==> src/hw/rtl/etp_pkg.sv <==
// ----------------------------------------------------------------------------
// etp_pkg
// Types, microcode table and control structs for the totient engine.
// ----------------------------------------------------------------------------
`default_nettype none

package etp_pkg;

    // dividend select
    typedef enum logic [0:0] {
        NUM_R,
        NUM_PHI
    } t_num;

    // divisor select
    typedef enum logic [0:0] {
        DEN_D,
        DEN_R
    } t_den;

    // jump conditions
    typedef enum logic [2:0] {
        C_NEVER,
        C_ALWAYS,
        C_D_GT_Q,
        C_REM_NZ,
        C_REM_Z,
        C_R_LE1
    } t_cond;

    localparam int UPC_BITS = 4;
    typedef logic [UPC_BITS-1:0] t_upc;

    // program step addresses
    localparam t_upc UPC_TEST     = 4'd0;
    localparam t_upc UPC_BOUND    = 4'd1;
    localparam t_upc UPC_DIVCHK   = 4'd2;
    localparam t_upc UPC_PHI_D    = 4'd3;
    localparam t_upc UPC_STRIP    = 4'd4;
    localparam t_upc UPC_STRIP_J  = 4'd5;
    localparam t_upc UPC_NEXT     = 4'd6;
    localparam t_upc UPC_FINAL    = 4'd7;
    localparam t_upc UPC_PHI_R    = 4'd8;
    localparam t_upc UPC_DONE     = 4'd9;

    typedef struct packed {
        logic  div_go;
        t_num  num_sel;
        t_den  den_sel;
        logic  phi_sub;
        t_cond cond;
        logic  r_take_q;
        logic  d_step;
        logic  done;
        t_upc  target;
    } t_uword;

    // sequencer -> datapath
    typedef struct packed {
        logic load;
        logic div_start;
        t_num num_sel;
        t_den den_sel;
        logic phi_sub;
        logic r_take_q;
        logic d_step;
        logic done;
    } t_ctl;

    // datapath -> sequencer
    typedef struct packed {
        logic div_done;
        logic d_gt_q;
        logic rem_nz;
        logic r_le1;
    } t_stat;

    function automatic t_uword etp_urom(input t_upc pc);
        t_uword w;
        begin
            w = '0;
            case (pc)
                UPC_TEST: begin
                    w.div_go  = 1'b1;
                    w.num_sel = NUM_R;
                    w.den_sel = DEN_D;
                end
                UPC_BOUND: begin
                    w.cond   = C_D_GT_Q;
                    w.target = UPC_FINAL;
                end
                UPC_DIVCHK: begin
                    w.cond   = C_REM_NZ;
                    w.target = UPC_NEXT;
                end
                UPC_PHI_D: begin
                    w.div_go  = 1'b1;
                    w.num_sel = NUM_PHI;
                    w.den_sel = DEN_D;
                    w.phi_sub = 1'b1;
                end
                UPC_STRIP: begin
                    w.div_go  = 1'b1;
                    w.num_sel = NUM_R;
                    w.den_sel = DEN_D;
                end
                UPC_STRIP_J: begin
                    w.cond     = C_REM_Z;
                    w.r_take_q = 1'b1;
                    w.target   = UPC_STRIP;
                end
                UPC_NEXT: begin
                    w.d_step = 1'b1;
                    w.cond   = C_ALWAYS;
                    w.target = UPC_TEST;
                end
                UPC_FINAL: begin
                    w.cond   = C_R_LE1;
                    w.target = UPC_DONE;
                end
                UPC_PHI_R: begin
                    w.div_go  = 1'b1;
                    w.num_sel = NUM_PHI;
                    w.den_sel = DEN_R;
                    w.phi_sub = 1'b1;
                end
                UPC_DONE: begin
                    w.done = 1'b1;
                end
                default: begin
                    w.done = 1'b1;
                end
            endcase
            return w;
        end
    endfunction

endpackage

`default_nettype wire

==> src/hw/rtl/etp_divider.sv <==
// ----------------------------------------------------------------------------
// etp_divider
// Restoring divider, one quotient bit per cycle; results hold until restart.
// ----------------------------------------------------------------------------
`default_nettype none

module etp_divider #(
    parameter int unsigned WIDTH = 40
) (
    input  wire logic             i_clk,
    input  wire logic             i_rst_n,
    input  wire logic             i_start,
    input  wire logic [WIDTH-1:0] i_num,
    input  wire logic [WIDTH-1:0] i_den,
    output logic                  o_done,
    output logic [WIDTH-1:0]      o_quo,
    output logic [WIDTH-1:0]      o_rem
);

    localparam int CW = $clog2(WIDTH);

    logic             r_busy;
    logic             r_done;
    logic [CW-1:0]    r_cnt;
    logic [WIDTH-1:0] r_den;
    logic [WIDTH-1:0] r_quo;
    logic [WIDTH-1:0] r_rem;

    logic [WIDTH:0]   rem_sh;
    logic [WIDTH+1:0] diff;
    logic             qbit;

    always_comb begin
        rem_sh = {r_rem, r_quo[WIDTH-1]};
        diff   = {1'b0, rem_sh} - {2'b00, r_den};
        qbit   = ~diff[WIDTH+1];
    end

    always_ff @(posedge i_clk) begin
        if (!i_rst_n) begin
            r_busy <= 1'b0;
            r_done <= 1'b0;
            r_cnt  <= '0;
        end else begin
            r_done <= 1'b0;
            if (i_start) begin
                r_busy <= 1'b1;
                r_cnt  <= '0;
            end else if (r_busy) begin
                r_cnt <= r_cnt + CW'(1);
                if (r_cnt == CW'(WIDTH - 1)) begin
                    r_busy <= 1'b0;
                    r_done <= 1'b1;
                end
            end
        end
    end

    // dividend shifts out of the quotient register as quotient bits shift in
    always_ff @(posedge i_clk) begin
        if (i_start) begin
            r_den <= i_den;
            r_quo <= i_num;
            r_rem <= '0;
        end else if (r_busy) begin
            r_quo <= {r_quo[WIDTH-2:0], qbit};
            r_rem <= qbit ? diff[WIDTH-1:0] : rem_sh[WIDTH-1:0];
        end
    end

    assign o_done = r_done;
    assign o_quo  = r_quo;
    assign o_rem  = r_rem;

endmodule

`default_nettype wire

==> src/hw/rtl/etp_sequencer.sv <==
// ----------------------------------------------------------------------------
// etp_sequencer
// Step counter over the microcode table, with conditional jumps.
// ----------------------------------------------------------------------------
`default_nettype none

module etp_sequencer (
    input  wire logic          i_clk,
    input  wire logic          i_rst_n,
    input  wire logic          i_go,
    input  wire etp_pkg::t_stat i_stat,
    output etp_pkg::t_ctl      o_ctl,
    output logic               o_busy
);

    import etp_pkg::*;

    typedef enum logic [1:0] {
        S_IDLE,
        S_EXEC,
        S_WAIT
    } t_state;

    t_state r_state;
    t_state n_state;
    t_upc   r_pc;
    t_upc   n_pc;
    t_uword uw;
    logic   taken;

    assign uw = etp_urom(r_pc);

    always_comb begin
        case (uw.cond)
            C_NEVER:  taken = 1'b0;
            C_ALWAYS: taken = 1'b1;
            C_D_GT_Q: taken = i_stat.d_gt_q;
            C_REM_NZ: taken = i_stat.rem_nz;
            C_REM_Z:  taken = ~i_stat.rem_nz;
            C_R_LE1:  taken = i_stat.r_le1;
            default:  taken = 1'b0;
        endcase
    end

    always_comb begin
        n_state         = r_state;
        n_pc            = r_pc;
        o_ctl           = '0;
        o_ctl.num_sel   = uw.num_sel;
        o_ctl.den_sel   = uw.den_sel;
        case (r_state)
            S_IDLE: begin
                if (i_go) begin
                    o_ctl.load = 1'b1;
                    n_pc       = UPC_TEST;
                    n_state    = S_EXEC;
                end
            end
            S_EXEC: begin
                if (uw.div_go) begin
                    o_ctl.div_start = 1'b1;
                    n_state         = S_WAIT;
                end else if (uw.done) begin
                    o_ctl.done = 1'b1;
                    n_state    = S_IDLE;
                end else begin
                    o_ctl.r_take_q = uw.r_take_q & taken;
                    o_ctl.d_step   = uw.d_step;
                    n_pc           = taken ? uw.target : r_pc + t_upc'(1);
                end
            end
            S_WAIT: begin
                if (i_stat.div_done) begin
                    o_ctl.phi_sub = uw.phi_sub;
                    n_pc          = r_pc + t_upc'(1);
                    n_state       = S_EXEC;
                end
            end
            default: begin
                n_state = S_IDLE;
            end
        endcase
    end

    always_ff @(posedge i_clk) begin
        if (!i_rst_n) begin
            r_state <= S_IDLE;
            r_pc    <= UPC_TEST;
        end else begin
            r_state <= n_state;
            r_pc    <= n_pc;
        end
    end

    assign o_busy = (r_state != S_IDLE);

endmodule

`default_nettype wire

==> src/hw/rtl/euler_totient_trial_division.sv <==
// ----------------------------------------------------------------------------
// euler_totient_trial_division
// Euler totient of one value by trial division, run by a microcoded sequencer.
// ----------------------------------------------------------------------------
// Operation: every division runs in the shared divider; the trial divisor sweep
//   takes up to ~2^19 divisors for a 40-bit prime.
// Throughput: one item at a time; busy stays high until the result strobe.
// Result: o_valid pulses one cycle with o_totient; the receiver cannot stall.
// Reset: synchronous active low; returns to idle, no result pending.
`default_nettype none

module euler_totient_trial_division #(
    parameter int unsigned VALUE_BITS = 40
) (
    input  wire logic                  i_clk,
    input  wire logic                  i_rst_n,
    input  wire logic                  start,
    input  wire logic [VALUE_BITS-1:0] i_value,
    output logic                       busy,
    output logic                       o_valid,
    output logic [VALUE_BITS-1:0]      o_totient
);

    import etp_pkg::*;

    // trial divisor never exceeds sqrt of the value plus one odd step
    localparam int unsigned DB = (VALUE_BITS + 1) / 2 + 2;

    t_ctl  ctl;
    t_stat stat;

    logic [VALUE_BITS-1:0] r_remaining;
    logic [VALUE_BITS-1:0] r_phi;
    logic [DB-1:0]         r_d;
    logic                  r_valid;
    logic [VALUE_BITS-1:0] r_totient;

    logic [VALUE_BITS-1:0] d_ext;
    logic [VALUE_BITS-1:0] div_num;
    logic [VALUE_BITS-1:0] div_den;
    logic                  div_done;
    logic [VALUE_BITS-1:0] div_quo;
    logic [VALUE_BITS-1:0] div_rem;

    assign d_ext   = {{(VALUE_BITS - DB){1'b0}}, r_d};
    assign div_num = (ctl.num_sel == NUM_PHI) ? r_phi : r_remaining;
    assign div_den = (ctl.den_sel == DEN_R) ? r_remaining : d_ext;

    etp_divider #(
        .WIDTH (VALUE_BITS)
    ) u_div (
        .i_clk   (i_clk),
        .i_rst_n (i_rst_n),
        .i_start (ctl.div_start),
        .i_num   (div_num),
        .i_den   (div_den),
        .o_done  (div_done),
        .o_quo   (div_quo),
        .o_rem   (div_rem)
    );

    always_comb begin
        stat.div_done = div_done;
        stat.d_gt_q   = (d_ext > div_quo);
        stat.rem_nz   = (div_rem != '0);
        stat.r_le1    = (r_remaining <= VALUE_BITS'(1));
    end

    etp_sequencer u_seq (
        .i_clk   (i_clk),
        .i_rst_n (i_rst_n),
        .i_go    (start),
        .i_stat  (stat),
        .o_ctl   (ctl),
        .o_busy  (busy)
    );

    // datapath registers
    always_ff @(posedge i_clk) begin
        if (!i_rst_n) begin
            r_remaining <= '0;
            r_phi       <= '0;
            r_d         <= DB'(2);
            r_totient   <= '0;
        end else begin
            if (ctl.load) begin
                r_remaining <= i_value;
                r_phi       <= i_value;
                r_d         <= DB'(2);
            end else begin
                if (ctl.phi_sub) begin
                    r_phi <= r_phi - div_quo;
                end
                if (ctl.r_take_q) begin
                    r_remaining <= div_quo;
                end
                if (ctl.d_step) begin
                    r_d <= (r_d == DB'(2)) ? DB'(3) : r_d + DB'(2);
                end
            end
            if (ctl.done) begin
                r_totient <= r_phi;
            end
        end
    end

    always_ff @(posedge i_clk) begin
        if (!i_rst_n) begin
            r_valid <= 1'b0;
        end else begin
            r_valid <= ctl.done;
        end
    end

    assign o_valid   = r_valid;
    assign o_totient = r_totient;

endmodule

`default_nettype wire

==> config.mk <==
export PLATFORM = sky130hd
export DESIGN_NAME = euler_totient_trial_division
export DESIGN_NICKNAME = d
export VERILOG_FILES = /design/src/hw/rtl/etp_pkg.sv /design/src/hw/rtl/etp_divider.sv /design/src/hw/rtl/etp_sequencer.sv /design/src/hw/rtl/euler_totient_trial_division.sv
export SDC_FILE = /design/constraint.sdc
export NUM_CORES = 1
export LEC_CHECK = 0
export ABC_CLOCK_PERIOD_IN_PS = 8800
export BUFFER_PORTS_ARGS = -buffer_cell sky130_fd_sc_hd__buf_2
export CAP_MARGIN = 20
export CELL_PAD_IN_SITES_DETAIL_PLACEMENT = 0
export CELL_PAD_IN_SITES_GLOBAL_PLACEMENT = 1
export CORE_UTILIZATION = 40
export CTS_BUF_LIST = sky130_fd_sc_hd__clkbuf_2
export CTS_CLUSTER_SIZE = 16
export DETAILED_ROUTE_END_ITERATION = 6
export PLACE_DENSITY_LB_ADDON = 0.1
export SETUP_SLACK_MARGIN = 0.15
export SLEW_MARGIN = 10
export SYNTH_ARGS = -nofsm -noshare
export SYNTH_HDL_FRONTEND = slang
export SYNTH_SLANG_ARGS = --single-unit
==> constraint.sdc <==
create_clock -name i_clk -period 8.8 [get_ports i_clk]
set_clock_uncertainty 0.2 [all_clocks]
set_input_delay 1.76 -clock i_clk [delete_from_list [all_inputs] [get_ports i_clk]]
set_output_delay 1.76 -clock i_clk [all_outputs]
set_load 0.02 [all_outputs]
==> impl_metrics.yaml, run 1 <==
synth:
  async_reset_ff_frac: 0
  ys_types: 75
  syn_area_um2: 16800
  synth.ff_latch_count: 277
  ys_top_cells_by_count: "nand2_1, dfxtp_1, o21ai_0"
  yosys_warnings: 0
  synth_edf_count: 80
  synth_area_leaders: "dfxtp_1, edfxtp_1, ha_1"
  yosysMostFrequentCell: "nand2_1"
  ys.flop_type: "dfxtp_1"
  seq_area_frac_synth: 0.377
  syn_avg_cell_area_um2: 8.46
  synth_nets: 2146
  synth_top_area_cell: "dfxtp_1"
  postSynthCellCount: 1989
  synth_top_area_frac: 0.234
drt:
  routedWlPerCell_um: 19.5
  drtAntennaViolNets: 0
  first_iter_violations: 853
  first_pass_iters: 7
  wl_mm: 52.4
  via_per_inst: 5.55
  drcViolationCount: 2
  vias: 14900
grt:
  gr-total-overflow: 0
  grt_pass1_vias: 14600
  grt_first_pass_wirelength_mm: 82.6
  grt_usage: 0.244
  antenna_found_initial: 6
  grt_max_degree: 77
sta:
  hold_violations: 0
  max_freq_mhz: 250
  setup_violations: 0
  worst_slew_pin_slew_ns: 0.943
  holdWs_ns: 0.263
  fin_tns_setup_ns: 0
  rsz0062_at_grt: "false"
  fin_crit_sh: 0.455
  slew-limit-headroom: 0.369
  final.min_clock_period_ns: 4.01
  slew_viol_final: 0
  worst_slack_ns: 4.79
pwr:
  power.density_nw_per_um2: 337
  ir_drop_uv: 114
  p_leak_nw: 7.69
  finalPower_mw: 6.26
critical_path:
  arrival_ns: 2.05
  cp_num_buf_inv: 3
  cp-start-kind: "flip-flop"
  path_class: "flip-flop to output port"
  cpMostUsedCell: "inv_1"
  path_delay_family: "flip-flops"
  cp.depth: 4
  crit_chain: "inv_1 -> ha_1 -> inv_1 -> buf_2"
  cp_slowest_cell: "dfxtp_1"
  reg2reg_depth: 12
  required_ns: 6.84
  endpoint_kind: "output port"
  cp_max_fo: 4
  cpPeakStageDelay_ns: 0.40
clock_network:
  cts_num_sinks: 277
  cts_buffers: 81
  clockRootBuffer: "clkbuf_2"
  clock_path_buffers: 3
  cts_hold_buf: 0
  insertion_delay_ns: 1.04
  post-cts-setup-buffers: 0
  ctsResizeCount: 0
  cts_tree: "done"
  cts_max_level: 3
  clk_pin_slew_worst_paths_ns: 0.10
die:
  pin_count: 85
  die_x_um: 207
  start_util: 0.409
  coreArea_um2: 41100
  die_y_um: 207
  die_area_um2: 42900
  rows: 74
flow_run:
  maxCapViolations: 0
placed_design:
  hpwl_mm: 37.1
  place_congestion: 0.875
  place_ws_ns: 4.60
  port_buffers: 84
layout:
  layout-drive-gt1-share: 0.135
  nets: 2239
  area_delta_synth_final_pct: 10.3
worst_hold_path:
  hold_depth: 2
  hp-class: "flip-flop to flip-flop"
outcome:
  status: "complete, but fails checks"
  violations: "DRC"
-- cell type report --
class | count | area (µm²)
clock buffer | 132 | 661
multi-input combinational | 1504 | 9720
antenna | 3 | 7.51
sequential | 277 | 6350
fill | 4254 | 22600
tap | 532 | 666
inverter | 116 | 435
timing repair buffer | 102 | 556
clock inverter | 18 | 161
-- sequential cells by signal, indices dropped and copies added, names as in the netlist --
register	flops
r_phi	40
r_d	22
o_valid	1
u_div.r_busy	1
u_div.o_rem	40
u_div.r_den	40
u_div.r_cnt	6
u_div.o_quo	40
o_totient	40
u_seq.r_pc	4
r_remaining	40
u_seq.r_state	2
u_div.o_done	1
-- path summary, 6_finish.rpt --
check / start / endpoint / slack [ns]
hold reg to reg: o_totient[7] / o_totient[7] / 0.26
setup / recovery: u_seq.r_state[0] / busy / 4.79
setup reg to reg: u_div.o_quo[2] / r_phi[36] / 4.79
hold / removal: o_totient[7] / o_totient[7] / 0.26
-- kinds of logic after synthesis --
group | count (synthesis) | share of synthesized area
AOI/OAI and AO/OA | 585 | 0.215
xor gates and xnor gates | 84 | 0.0437
adders and majority gates | 114 | 0.0857
buffers and inverters | 208 | 0.0475
DFF | 277 | 0.377
muxes | 103 | 0.0628
and+or+nand+nor | 618 | 0.168
-- per-stage QoR --
| step | instances | util | instance area, µm² |
|---|---|---|---|
| after global placement | 2531 | 0.431 | 17700 |
| after global routing | 2683 | 0.451 | 18500 |
| after detailed placement | 2531 | 0.431 | 17700 |
| after floorplan | 1989 | - | 16800 |
| final | 2684 | 0.451 | 18600 |
| after CTS | 2681 | 0.451 | 18500 |
-- cells in the final DEF, fill, tap and decap left out, types with 19 or more instances in the layout --
cell type,synthesis,layout
nand2_1,303,300
buf_2,6,84
edfxtp_1,80,80
nor3_1,20,19
a21boi_0,48,48
dfxtp_1,197,196
o21ai_0,183,183
ha_1,112,112
and2_1,22,21
mux2_2,20,20
mux2i_1,83,83
a21o_1,45,45
nand3_1,41,41
clkbuf_2,0,132
nand4_1,26,26
a211oi_1,29,29
a21oi_1,142,142
xor2_1,33,33
a31oi_1,49,49
inv_1,115,114
nor4_1,31,31
xnor2_1,51,51
nor2_1,99,97
-- routing by layer --
metal  up-vias  track usage  part of all wire
met1      7088        0.341              0.49
met2       365        0.382              0.44
met5         -            0                 0
li1       7373            -                 -
met4         0       0.0710             0.021
met3        81       0.0443             0.050
-- worst reg2reg max path, stage by stage, from the launching register on --
cell and delay [ns]:
edfxtp_1 0.44, inv_1 0.10, ha_1 0.26, nor2b_1 0.17
o31a_1 0.27, o2111ai_1 0.35, a21oi_1 0.22, o21ai_0 0.50
a211oi_1 0.23, o41ai_1 0.60, o21ba_2 0.21, mux2i_1 0.17
nor3_1 0.07
-- report_power, final --
| part | switching (mW) | total [mW] | internal, mW |
|---|---|---|---|
| combinational | 1.91 | 3.11 | 1.20 |
| sequential | 0.334 | 2.06 | 1.72 |
| clock | 0.605 | 1.09 | 0.482 |
| total | 2.85 | 6.26 | 3.41 |
(Power assumes the default switching activity.)
==> inputs of run 2 (changes only) <==
ABC_CLOCK_PERIOD_IN_PS = 3200   (was 8800)
clock period = 3.2 ns   (was 8.8 ns; I/O delays follow)
==> run 2 against run 1 <==
The flow finishes with violations (DRC, setup timing). Via count grew 10%. Routed wire length grew 14%. Flip-flop and latch count is the same. Global-route usage grew 2.5 points. Setup slack lost 5.0 ns. Final area grew 24%. Clock-buffer cell count shrank 9. Non-clock buffer count grew 336. Critical endpoint is now u_div.o_rem[30].
==> impl_metrics.yaml, run 2 (same netlist as run 1, synthesis figures left out) <==
sta:
  setup_violations: 5
  worst_slack_ns: -0.163
  hold_violations: 0
  fin_crit_sh: 1.05
  final.min_clock_period_ns: 3.36
  slew_viol_final: 0
  holdWs_ns: 0.266
  worst_slew_pin_slew_ns: 0.831
  max_freq_mhz: 297
  slew-limit-headroom: 0.440
  rsz0062_at_grt: "true"
grt:
  gr-total-overflow: 0
  grt_usage: 0.269
  grt_pass1_vias: 16000
  antenna_found_initial: 3
  grt_first_pass_wirelength_mm: 90.5
  grt_max_degree: 100
outcome:
  violations: "DRC, setup timing"
  status: "complete, but fails checks"
worst_hold_path:
  hp-class: "flip-flop to flip-flop"
  hold_depth: 2
pwr:
  power.density_nw_per_um2: 915
  finalPower_mw: 21.0
  ir_drop_uv: 322
  p_leak_nw: 9.73
critical_path:
  cp-start-kind: "flip-flop"
  required_ns: 3.89
  cpMostUsedCell: "buf_4"
  cp_num_buf_inv: 3
  path_class: "flip-flop to flip-flop"
  reg2reg_depth: 15
  cp.depth: 15
  cp_slowest_cell: "edfxtp_1"
  cp_max_fo: 2
  cpPeakStageDelay_ns: 0.42
  arrival_ns: 4.05
  crit_chain: "ha_4 -> fa_2 -> and2b_1 -> o31ai_2 -> a2111o_1 -> a211oi_2 -> o211ai_1 -> o31ai_2 -> buf_4 -> buf_4 -> buf_4 -> xnor2_1 -> nand2_1 -> o21ai_1 -> o21ai_1"
  endpoint_kind: "flip-flop"
  path_delay_family: "compound AO/OA/AOI/OAI gates"
layout:
  mostFrequentLayoutCell: "buf_4"
  layout-drive-gt1-share: 0.312
  postLayoutCoreUtil: 0.558
  area_delta_synth_final_pct: 36.3
  nets: 2572
  final_cell_mix: "buf_4, nand2_1, dfxtp_1"
die:
  die_area_um2: 42900
  rows: 74
  pin_count: 85
  die_y_um: 207
  die_x_um: 207
  coreArea_um2: 41100
  start_util: 0.409
clock_network:
  clock_path_buffers: 3
  cts_buffers: 78
  cts_tree: "done"
  clk_pin_slew_worst_paths_ns: 0.11
  clockRootBuffer: "clkbuf_2"
  cts_max_level: 3
  insertion_delay_ns: 1.02
  cts_num_sinks: 277
drt:
  via_per_inst: 5.45
  wl_mm: 59.8
  first_iter_violations: 875
  drtAntennaViolNets: 0
  first_pass_iters: 7
  routedWlPerCell_um: 19.8
  vias: 16400
  drcViolationCount: 4
placed_design:
  port_buffers: 84
  hpwl_mm: 41.1
  place_ws_ns: -0.356
  place_congestion: 0.900
flow_run:
  maxCapViolations: 0
-- run 2: cell types whose count changed in the layout (fill, tap and decap cells not counted), moves of 25 or more --
cell           before  now
buf_4              18  261
nand2_1           300  246
dlygate4sd3_1       0   43
o21ai_0           183  141
nand2_2             2   36
o21ai_1             1   31
buf_6               0   25
-- run 2: final timing paths --
| check | from | endpoint | slack, ns |
|---|---|---|---|
| worst min register to register | o_totient[12] | o_totient[12] | 0.27 |
| worst max-delay path | u_div.r_den[0] | u_div.o_rem[30] | -0.16 |
| worst max register to register | u_div.r_den[0] | u_div.o_rem[30] | -0.16 |
| worst min-delay path | o_totient[12] | o_totient[12] | 0.27 |
-- run 2: routing by layer --
layer	vias to the layer above	global-route usage	share of wire
li1	8047	-	-
met1	7840	0.365	0.46
met2	444	0.433	0.46
met3	118	0.0434	0.054
met4	0	0.0916	0.031
met5	-	0	0
-- run 2: cell type report --
type | count | area (µm²)
antenna | 6 | 15.0
clock buffer | 123 | 616
clock inverter | 20 | 159
fill | 3873 | 18200
inverter | 116 | 438
multi-input combinational | 1504 | 11000
sequential | 277 | 6350
tap | 532 | 666
timing repair buffer | 438 | 3660
-- run 2: report_power, final --
| part | internal, mW | switching (mW) | total [mW] |
|---|---|---|---|
| combinational | 5.70 | 6.86 | 12.6 |
| sequential | 4.73 | 0.783 | 5.51 |
| clock | 1.25 | 1.65 | 2.90 |
-- run 2: repair_timing --
action,in CTS,in global routing
setup endpoints to repair,109,110
endpoints found under the hold margin,104,0
hold buffers,43,0
setup buffers,28,23
pin swaps,123,117
gates resized for setup,165,165
gates cloned,8,5
-- run 2: per-stage QoR --
stage	std cells	area [µm²]	TNS, ns
after floorplan	1989	16900	-0.00807
after global placement	2760	19600	-4.69
after detailed placement	2760	19600	-7.08
after CTS	2982	21900	-1.74
after global routing	3014	22900	-6.61
final	3016	22900	-0.511
-- run 2: tightest hold or removal path, stage by stage, from the launching register on --
cell and delay [ns]:
dfxtp_1 0.32, nand2_1 0.04, a21boi_0 0.06
